<file path="src/rtl/rship_pkg.sv">
`default_nettype none

package rship_pkg;

    // field widths of the stream words
    localparam int REQ_SET_W = 11;
    localparam int REQ_WAY_W = 4;
    localparam int RSP_WAY_W = 4;
    localparam int ADDR_W    = 64;

    // block address and signature positions
    localparam int BLK_LSB = 6;
    localparam int BLK_W   = 32;
    localparam int SIG_LSB = 2;

    // decay period register
    localparam int                 DECAY_W     = 17;
    localparam logic [DECAY_W-1:0] DECAY_RESET = 17'd100000;

    // configuration port
    localparam int         PADDR_W          = 3;
    localparam int         PDATA_W          = 32;
    localparam logic [0:0] REG_DECAY_PERIOD = 1'b0;

    // re-reference values and reuse counter limits
    localparam logic [1:0] RRPV_MAX  = 2'd3;
    localparam logic [1:0] RRPV_LONG = 2'd2;
    localparam logic [1:0] RRPV_NEAR = 2'd0;
    localparam logic [1:0] CTR_MAX   = 2'd3;
    localparam logic [1:0] CTR_ZERO  = 2'd0;
    localparam logic [1:0] CTR_ONE   = 2'd1;

    typedef struct packed {
        logic [REQ_SET_W-1:0] set_index;
        logic [ADDR_W-1:0]    pc;
        logic [ADDR_W-1:0]    phys_addr;
        logic                 hit;
        logic [REQ_WAY_W-1:0] hit_way;
    } req_word_t;

    typedef struct packed {
        logic [RSP_WAY_W-1:0] chosen_way;
        logic                 set_streaming;
        logic [1:0]           new_rrpv;
    } rsp_word_t;

    typedef struct packed {
        logic accept;
        logic commit;
        logic clearing;
        logic decaying;
    } dp_cmd_t;

    typedef struct packed {
        logic decay_due;
    } dp_stat_t;

endpackage

`default_nettype wire

</file>
<file path="src/rtl/rship_ctrl.sv">
`default_nettype none

module rship_ctrl #(
    parameter int NUM_SETS = 2048,
    parameter int SIG_BITS = 6,
    parameter int IDX_W    = 12
) (
    input  wire logic                clk,
    input  wire logic                rst_n,
    input  wire logic                req_valid,
    output logic                     req_stall,
    output logic                     rsp_valid,
    input  wire logic                rsp_stall,
    input  wire rship_pkg::dp_stat_t stat,
    output rship_pkg::dp_cmd_t       cmd,
    output logic [IDX_W-1:0]         idx
);

    import rship_pkg::*;

    localparam int SIG_COUNT = 1 << SIG_BITS;
    localparam int CLR_LEN   = (NUM_SETS > SIG_COUNT) ? NUM_SETS : SIG_COUNT;

    localparam logic [1:0] ST_CLEAR = 2'd0;
    localparam logic [1:0] ST_IDLE  = 2'd1;
    localparam logic [1:0] ST_CALC  = 2'd2;
    localparam logic [1:0] ST_DECAY = 2'd3;

    logic [1:0]       state_reg, state_next;
    logic [IDX_W-1:0] idx_reg, idx_next;
    logic             rsp_valid_reg, rsp_valid_next;
    logic             commit;

    // result can only be loaded when the output word is free or leaving
    assign commit = (state_reg == ST_CALC) && (!rsp_valid_reg || !rsp_stall);

    always_comb
    begin
        state_next = state_reg;
        idx_next   = idx_reg;
        unique case (state_reg)
            ST_CLEAR:
            begin
                idx_next = idx_reg + 1'b1;
                if (idx_reg == IDX_W'(CLR_LEN - 1))
                begin
                    state_next = ST_IDLE;
                    idx_next   = '0;
                end
            end
            ST_IDLE:
            begin
                if (req_valid)
                begin
                    state_next = ST_CALC;
                end
            end
            ST_CALC:
            begin
                if (commit)
                begin
                    state_next = stat.decay_due ? ST_DECAY : ST_IDLE;
                end
            end
            ST_DECAY:
            begin
                // the last step only writes back the final read-modify-write
                idx_next = idx_reg + 1'b1;
                if (idx_reg == IDX_W'(SIG_COUNT))
                begin
                    state_next = ST_IDLE;
                    idx_next   = '0;
                end
            end
            default:
            begin
                state_next = ST_CLEAR;
                idx_next   = '0;
            end
        endcase
    end

    assign rsp_valid_next = commit || (rsp_valid_reg && rsp_stall);

    always_ff @(posedge clk or negedge rst_n)
    begin
        if (!rst_n)
        begin
            state_reg     <= ST_CLEAR;
            idx_reg       <= '0;
            rsp_valid_reg <= 1'b0;
        end
        else
        begin
            state_reg     <= state_next;
            idx_reg       <= idx_next;
            rsp_valid_reg <= rsp_valid_next;
        end
    end

    assign req_stall    = (state_reg != ST_IDLE);
    assign rsp_valid    = rsp_valid_reg;
    assign idx          = idx_reg;
    assign cmd.accept   = (state_reg == ST_IDLE) && req_valid;
    assign cmd.commit   = commit;
    assign cmd.clearing = (state_reg == ST_CLEAR);
    assign cmd.decaying = (state_reg == ST_DECAY);

endmodule

`default_nettype wire

</file>
<file path="config.mk">
export PLATFORM = sky130hd
export DESIGN_NAME = rship_ctrl
export DESIGN_NICKNAME = d
export VERILOG_FILES = /design/src/rtl/rship_pkg.sv /design/src/rtl/rship_ctrl.sv
export SDC_FILE = /design/constraint.sdc
export NUM_CORES = 1
export LEC_CHECK = 0
export BUFFER_PORTS_ARGS = -buffer_cell sky130_fd_sc_hd__buf_2
export CORE_MARGIN = 2
export CORE_UTILIZATION = 39
export CTS_BUF_LIST = sky130_fd_sc_hd__clkbuf_2 sky130_fd_sc_hd__clkbuf_4 sky130_fd_sc_hd__clkbuf_8
export DETAILED_ROUTE_END_ITERATION = 6
export GPL_ROUTABILITY_DRIVEN = 0
export GPL_TIMING_DRIVEN = 0
export PLACE_DENSITY = 0.65
export SLEW_MARGIN = 30
export SYNTH_ARGS = -nofsm -noshare
export SYNTH_HDL_FRONTEND = slang
export SYNTH_SLANG_ARGS = --single-unit
</file>
<file path="constraint.sdc">
create_clock -name clk -period 2 [get_ports clk]
set_clock_uncertainty 0.1 [all_clocks]
set_input_delay 0.1 -clock clk [delete_from_list [all_inputs] [get_ports clk]]
set_output_delay 0.1 -clock clk [all_outputs]
set_load 0.02 [all_outputs]
</file>
==> results of run 1 <==
[worst paths after layout]
path                                   start  cells past startpoint           end
worst max-delay path            state_reg[0]                      5        idx[9]
worst min-delay path                    stat                      5  state_reg[1]
worst max register to register  state_reg[0]                      5        idx[9]
worst min register to register     rsp_valid                      1     rsp_valid
max in group asynchronous              rst_n                      2        idx[1]
min in group asynchronous              rst_n                      2        idx[5]
[synthesized netlist by cell type]
master    count
nor4_2        1
nand3_1       9
or4_4         1
a2111o_1      1
o21ai_0       1
buf_4         1
mux2i_1       3
and2_1        1
nand4_1       2
o21ai_1       3
o21a_1        1
nor3_1        2
inv_1         9
or3_1         1
clkbuf_1      1
nor2_1        6
a21boi_0      1
ha_1          6
a31oi_1       2
nor2b_1       1
a21o_1        1
nand2b_1      1
dfrtp_1      15
a21oi_1       1
nand4b_1      2
or2_0         1
xnor2_1       7
a21oi_2       1
and4bb_1      1
buf_2         1
nand2_1       9
nor4_1        3
[through the flow]
stage,setup TNS [ns],cell area (µm²),utilization (%)
4_1_cts,0,1090,50.0
3_5_place_dp,0,1040,47.7
6_report,0,1140,52.3
2_1_floorplan,0,900,-
5_1_grt,-0.00623,1140,52.3
3_3_place_gp,0,1040,47.7
[kinds of logic (layout without fill, tap and decap cells)]
logic type,after synthesis,in the layout,synth area share (%)
mux,3,3,3.34
compound gates,12,12,8.90
flops,15,15,41.7
simple gates,41,41,25.3
fa+ha+maj,6,6,8.34
xor+xnor,7,7,6.82
buf+inv,12,43,5.56
[repair_timing]
item,in CTS,in global routing
setup endpoints to repair,0,5
buffers inserted,0,3
hold buffers,2,0
gates resized for setup,0,6
hold endpoints to repair,16,0
[critical path, delay by kind of cell, from the launching register on]
kind,cells,cell delay (ns)
buffers and inverters,1,0.14
DFF,1,0.42
and+or+nand+nor,2,0.67
AOI/OAI and AO/OA,1,0.24
adders and majority gates,1,0.24
[layout make-up]
class,count,share of cell area (%)
well taps,28,3.06
plain buffers,3,1.42
multi-input cells,69,43.6
flip-flops and latches,15,33.0
inverters,9,2.95
clock buffers,4,2.62
repair buffers,27,13.3
[power by group through the flow]
| stage | sequential (µW) | combinational, µW | clock, µW |
|---|---|---|---|
| 2_1_floorplan | 581 | 498 | 0 |
| 3_3_place_gp | 509 | 778 | 0 |
| 3_5_place_dp | 515 | 795 | 0 |
| 4_1_cts | 509 | 803 | 195 |
| 5_1_grt | 536 | 974 | 205 |
| 6_report | 516 | 872 | 190 |
[layer usage]
layer,vias to the layer above,wire length (µm)
met5,-,0
met4,0,14
met3,2,105
met2,21,963
met1,377,882
li1,395,-
==> metrics.md, run 1 <==
| Metric | Value |
|---|---|
| Worst slew margin | just over 70% |
| Final max-slew violation count | 0 |
| Worst Max-Slew Pin Slew | between 0.4 and 0.5 ns |
| Arrival time of data at the critical path endpoint | between 1.5 and 2 ns |
| Highest-count cells in the layout ignoring fill and taps | 23 x buf_2, 13 x dfrtp_1, 9 x nand2_1, 9 x nand3_1, 8 x inv_1 |
| Total global-route track usage | 16.8% |
| GRT busiest layer | met2 |
| Hold Vio Cnt, Final | 0 |
| Power Internal | 851 µW |
| Area grow syn2layout | 27.3% |
| Combined flip-flop and latch cell area | about 380 µm² |
| Latest clock arrival within the worst-skew pair | 0.28 ns |
| Cell Pwr Density | 1380 mW/mm² |
| Global-route met2 utilization | approximately 29% |
| H-Tree Depth | 1 |
| Number of register bits inferred by synthesis | 15 |
| Largest net degree at the start of global routing | 16 |
| Fraction of layout instances using a drive strength above 1 | between 30% and 40% |
| Post-DR vias/cell | 5.13 |
| Clock tree from TritonCTS | yes |
| Cell variety after synth | 32 |
| Detailed placement HPWL | 1450 µm |
| Final Hold Slack | ~0.08 ns |
| Antenna Diode Count | 0 |
| Gr ovfl total | 0 |
| Clk pin slew, worst setup/hold paths | approximately 0.1 ns |
| Fraction of the cycle the final worst path needs | 95.4% |
| Worst setup timing slack at the placement stage | 0.0707 ns |
| Result of the run | complete, no violations |
| Maximum frequency from static timing analysis | about 520 MHz |
| Crit-path cells | buf_4 -> ha_1 -> or4_4 -> a21oi_2 -> nor2_1 |
| Final Non-Filler Cells | roughly 160 |
| Number of design-rule violations left by the first detailed-router iteration | 7 |
| Total area of multi-input combinational cells | about 500 µm² |
| Routed wire length per instance | around 13 µm |
| Path type of the worst min-delay path | in -> reg |
| Met3 layer usage reported by global route | ~3.4% |
| Clock Path Buffers | 2 |
| Area share of the leading cell type in the synthesized netlist | a little over two fifths |
| Count of filler cells inserted in the layout | 204 |
| Mean post-synth cell area | ~9.4 µm² |
| Worst-path cell with the longest stage delay | or4_4 |
| Comb power frac | a little under three fifths |
| Switching share of power | between 40 and 50% |
| Number of top-level design ports | 23 |
| Crit path max fanout | 4 |
| Placement row count | 17 |
| Number of clock buffers inserted by TritonCTS | 3 |
| Global-route wire length before repair | 3460 µm |
| Number of port buffers | 22 |
| Vias in the first global route | between 800 and 900 |
| Register-to-Register Setup Slack | about 0.093 ns |
| Data required time of the critical path | a little over 2 ns |
| Master cell of the clock root buffer | clkbuf_4 |
| Die width | approximately 52 µm |
| Total Die Area | around 0.0027 mm² |
| GR Layer Usage met1 | between 20% and 30% |
| Layout Nets | around 140 |
| DIE HEIGHT | approximately 52 µm |
| Area of the core region | about 0.0022 mm² |
| Longest individual stage delay on the worst path | roughly 0.6 ns |
| Initial core utilization | 41.1% |
| Total Wirelength | 1970 µm |
| Final total power | about 1600 µW |
| Critical path class | reg -> reg |
| Syn nets | approximately 110 |
| Reported net switching power | just over 700 µW |
| Vias after detailed routing | slightly below 800 |
| Proportion of synthesized chip area in sequential cells | a little over two fifths |
| Leading cell type in the layout, fill and taps excluded | buf_2 |
| Final worst setup slack | a little over 0.09 ns |
| Antenna violations before repair | 0 |
| Post-layout minimum cycle time | 1.91 ns |
| Yosys synthesis warning count | 0 |
| Instance count of the mapped netlist | 96 |
| Worst setup SP type | flip-flop |
| Static Leak | roughly 0.00055 µW |
| Total number of clock tree sinks | 15 |
| Synthesized area | approximately 900 µm² |
| Flop pwr share | roughly a third |
| CP Capture Type | flip-flop |
| Relative contribution of the clock network to total power | 12.0% |
| Number of antenna-violating nets in the routed design | 0 |
| Cell count after placement | approximately 150 |
| Max-cap violation count | 0 |
| Max reg flops | 12 |
| Pre-antenna DRT Iters | 4 |
| Synth top area cells | dfrtp_1 42%, ha_1 8.3%, xnor2_1 6.8% |
| Largest area contributor in the synthesized netlist | dfrtp_1 |
| Max VDD drop | 0.764 mV |
| Total of endpoints with negative setup slack in the final report | 0 |
| DRC violation count after routing | 0 |
No activity file was read; power rests on OpenSTA's default activity.
==> inputs of run 2 (changes only) <==
- ABC_AREA: default -> 1
- CORE_ASPECT_RATIO: default -> 0.5
- PLACE_DENSITY: 0.65 -> 0.63
==> run 2 against run 1 <==
Effect of this change:
- die area rose by 20%
- global-route usage rose by 0.75 points
- via count grew 29%
- wire length increased by 21%
- critical path depth rose by 3
- flip-flop and latch count is the same
==> metrics.md, run 2 <==
| Metric | Value |
|---|---|
| Result of the run | complete, no violations |
| Global-route met2 utilization | 28.8% |
| Setup repair after global routing missed its margin | false |
| Detailed placement HPWL | 1890 µm |
| Yosys synthesis warning count | 0 |
| Vias in the first global route | between 800 and 900 |
| Data required time of the critical path | just over 2 ns |
| Fraction of the cycle the final worst path needs | about nine tenths |
| Final max-slew violation count | 0 |
| Xor/xnor cell area share of the yosys netlist | roughly 4.0% |
| Total number of clock tree sinks | 15 |
| Static Leak | around 0.0007 µW |
| Worst r2r path cells | 8 |
| Post-layout minimum cycle time | about 1.8 ns |
| Antenna violations before repair | 0 |
| Fraction of layout instances using a drive strength above 1 | a little over a fifth |
| Synth top area cells | dfrtp_1 35%, nand2_1 15%, inv_1 9.4% |
| Post-DR vias/cell | roughly 4.7 |
| Number of antenna-violating nets in the routed design | 0 |
| Clk pin slew, worst setup/hold paths | around 0.06 ns |
| Simple-gate share of the synthesized area | about two fifths |
| Register-to-Register Setup Slack | roughly 0.17 ns |
| Total Wirelength | ~2400 µm |
| Share of flip-flops with an asynchronous set or reset | 100% |
| Destination of the critical timing path | idx[8] |
| Global-route wire length before repair | 4060 µm |
| Final total power | between 500 and 600 µW |
| Post-synthesis share of cell area spent on full adders, half adders and majority gates | roughly 6.9% |
| Master cell of the clock root buffer | clkbuf_8 |
| Maximum frequency from static timing analysis | between 500 and 600 MHz |
| Syn nets | around 160 |
| H-Tree Depth | 1 |
| Clock tree from TritonCTS | yes |
| Antenna Diode Count | 0 |
| Largest net degree at the start of global routing | 16 |
| Total Die Area | around 0.0032 mm² |
| Post-synth EDFFs | 0 |
| Initial core utilization | about two fifths |
| Gr ovfl total | 0 |
| Count of filler cells inserted in the layout | about 270 |
| Number of design-rule violations left by the first detailed-router iteration | 31 |
| Post-synthesis mux area share | 0% |
| Die width | 78.5 µm |
| GR Layer Usage met1 | between 20% and 30% |
| Path type of the worst min-delay path | in -> reg |
| Area share of the leading cell type in the synthesized netlist | around a third |
| Worst Max-Slew Pin Slew | 0.354 ns |
| Cell count after placement | 210 |
| Post-synthesis compound-gate area fraction | 3.47% |
| Worst setup SP type | flip-flop |
| Critical path class | reg -> reg |
| Area grow syn2layout | 20.8% |
| Startpoint of the lowest-slack register-to-register path | state_reg[0] |
| Resized cells post-CTS | 0 |
| Vias after detailed routing | just over 1,000 |
| Pre-antenna DRT Iters | 4 |
| Crit path max fanout | 10 |
| Routed wire length per instance | 11.0 µm |
| Latest clock arrival within the worst-skew pair | 0.25 ns |
| Leading cell type in the layout, fill and taps excluded | nand2_1 |
| Worst slew margin | ~76% |
| Hold Vio Cnt, Final | 0 |
| Synthesized area | approximately 0.0011 mm² |
| Total of endpoints with negative setup slack in the final report | 0 |
| Final Non-Filler Cells | 216 |
| DRC violation count after routing | 0 |
| DIE HEIGHT | a little over 40 µm |
| Mean post-synth cell area | roughly 7 µm² |
| Summed negative setup slack over all endpoints | 0 ns |
| Combinational family with the most area after synthesis | simple AND/OR/NAND/NOR gates |
| Arrival time of data at the critical path endpoint | between 1.5 and 2 ns |
| Total global-route track usage | between 15 and 20% |
| Instance count of the mapped netlist | 151 |
| Finished layout cell area | 0.00131 mm² |
| Clock Path Buffers | 2 |
| Proportion of synthesized chip area in sequential cells | between 30% and 40% |
| Highest-count cells in the layout ignoring fill and taps | 42 x nand2_1, 27 x inv_1, 24 x buf_2 |
| Cell Pwr Density | 445 mW/mm² |
| Count leader, synth | nand2_1 |
| Cell area after placement | ~0.0012 mm² |
| Commonest cells post-synth | 42 x nand2_1, 27 x inv_1, 20 x nor2_1, 15 x dfrtp_1, 11 x nand3_1 |
| Largest area contributor in the synthesized netlist | dfrtp_1 |
| Max reg flops | 12 |
| Endpoint of the lowest-slack register-to-register path | idx[8] |
| CP Capture Type | flip-flop |
| GRT busiest layer | met2 |
| Placement row count | 13 |
| Met3 layer usage reported by global route | approximately 5.5% |
| Area of the core region | around 0.0026 mm² |
| Max-cap violation count | 0 |
| Number of port buffers | 22 |
| Max VDD drop | 0.195 mV |
| Number of top-level design ports | 23 |
| Cell variety after synth | 21 |
| Dominant register cell in the synthesized netlist | dfrtp_1 |
| Layout Nets | between 150 and 200 |
| Number of clock buffers inserted by TritonCTS | 3 |
| Critical Path Start | state_reg[0] |
| Number of register bits inferred by synthesis | 15 |
## run 2: changes by cell type after synthesis, sizes merged, moves of 5 or more
cell   change
nand2     +34
inv       +18
nor2      +16
xnor2      -7
nand4      +5
xor2       +5
## run 2: timing repair
action / CTS / global route
hold buffers: 2 / 0
setup buffers: 0 / 0
endpoints found under the hold margin: 16 / 0
## run 2: cell families after synthesis
group | count (synthesis)
and+or+nand+nor | 90
buffers and inverters | 30
DFF | 15
adders and majority gates | 6
AOI/OAI and AO/OA | 5
xor gates and xnor gates | 5
## run 2: through the flow
| stage | utilization [%] | worst slack (ns) | hold slack (ns) |
|---|---|---|---|
| CTS | 49.9 | 0.171 | 0.112 |
| detailed placement | 47.3 | 0.191 | -0.0667 |
| floorplan | - | 0.403 | -0.296 |
| global route | 49.9 | 0.0237 | 0.129 |
| global placement | 47.3 | 0.197 | -0.0705 |
| finish | 49.9 | 0.168 | 0.116 |
## run 2: final cells by class
| class | instances | area [µm²] | area share, % |
|---|---|---|---|
| plain buffers | 3 | 17.5 | 1.34 |
| clock buffers | 4 | 48.8 | 3.73 |
| inverters | 27 | 101 | 7.75 |
| multi-input cells | 106 | 588 | 45.0 |
| flip-flops and latches | 15 | 375 | 28.7 |
| well taps | 37 | 46.3 | 3.54 |
| repair buffers | 24 | 130 | 9.95 |
## run 2: where the power goes
part	internal (µW)	leakage, µW	total, µW	switching [µW]
clock	155	0.0000262	266	111
combinational	5.36	0.000500	13.1	7.70
sequential	303	0.000195	303	0.0000000000000676
## run 2: worst max-delay path, stage by stage (launching register included)
cell and delay (ns):
dfrtp_1 0.40, inv_1 0.08, ha_1 0.29, buf_2 0.19
inv_1 0.14, buf_2 0.23, nand3_1 0.13, nor2_1 0.11
a21oi_1 0.05
## run 2: worst min path at each step
stage          cells after the start  start      endpoint  slack [ns]
2_1_floorplan                      0  rst_n        idx[0]       -0.30
3_3_place_gp                       1  rst_n        idx[1]       -0.07
3_5_place_dp                       1  rst_n        idx[1]       -0.07
4_1_cts                            5   stat  state_reg[1]        0.11
5_1_grt                            5   stat  state_reg[1]        0.13
6_report                           5   stat  state_reg[1]        0.12
## run 2: per-layer routing
metal  part of all wire, %  up-vias
met5                     0        -
met4                   1.2        0
met3                   6.4        5
met2                    40       27
met1                    52      464
li1                      -      528
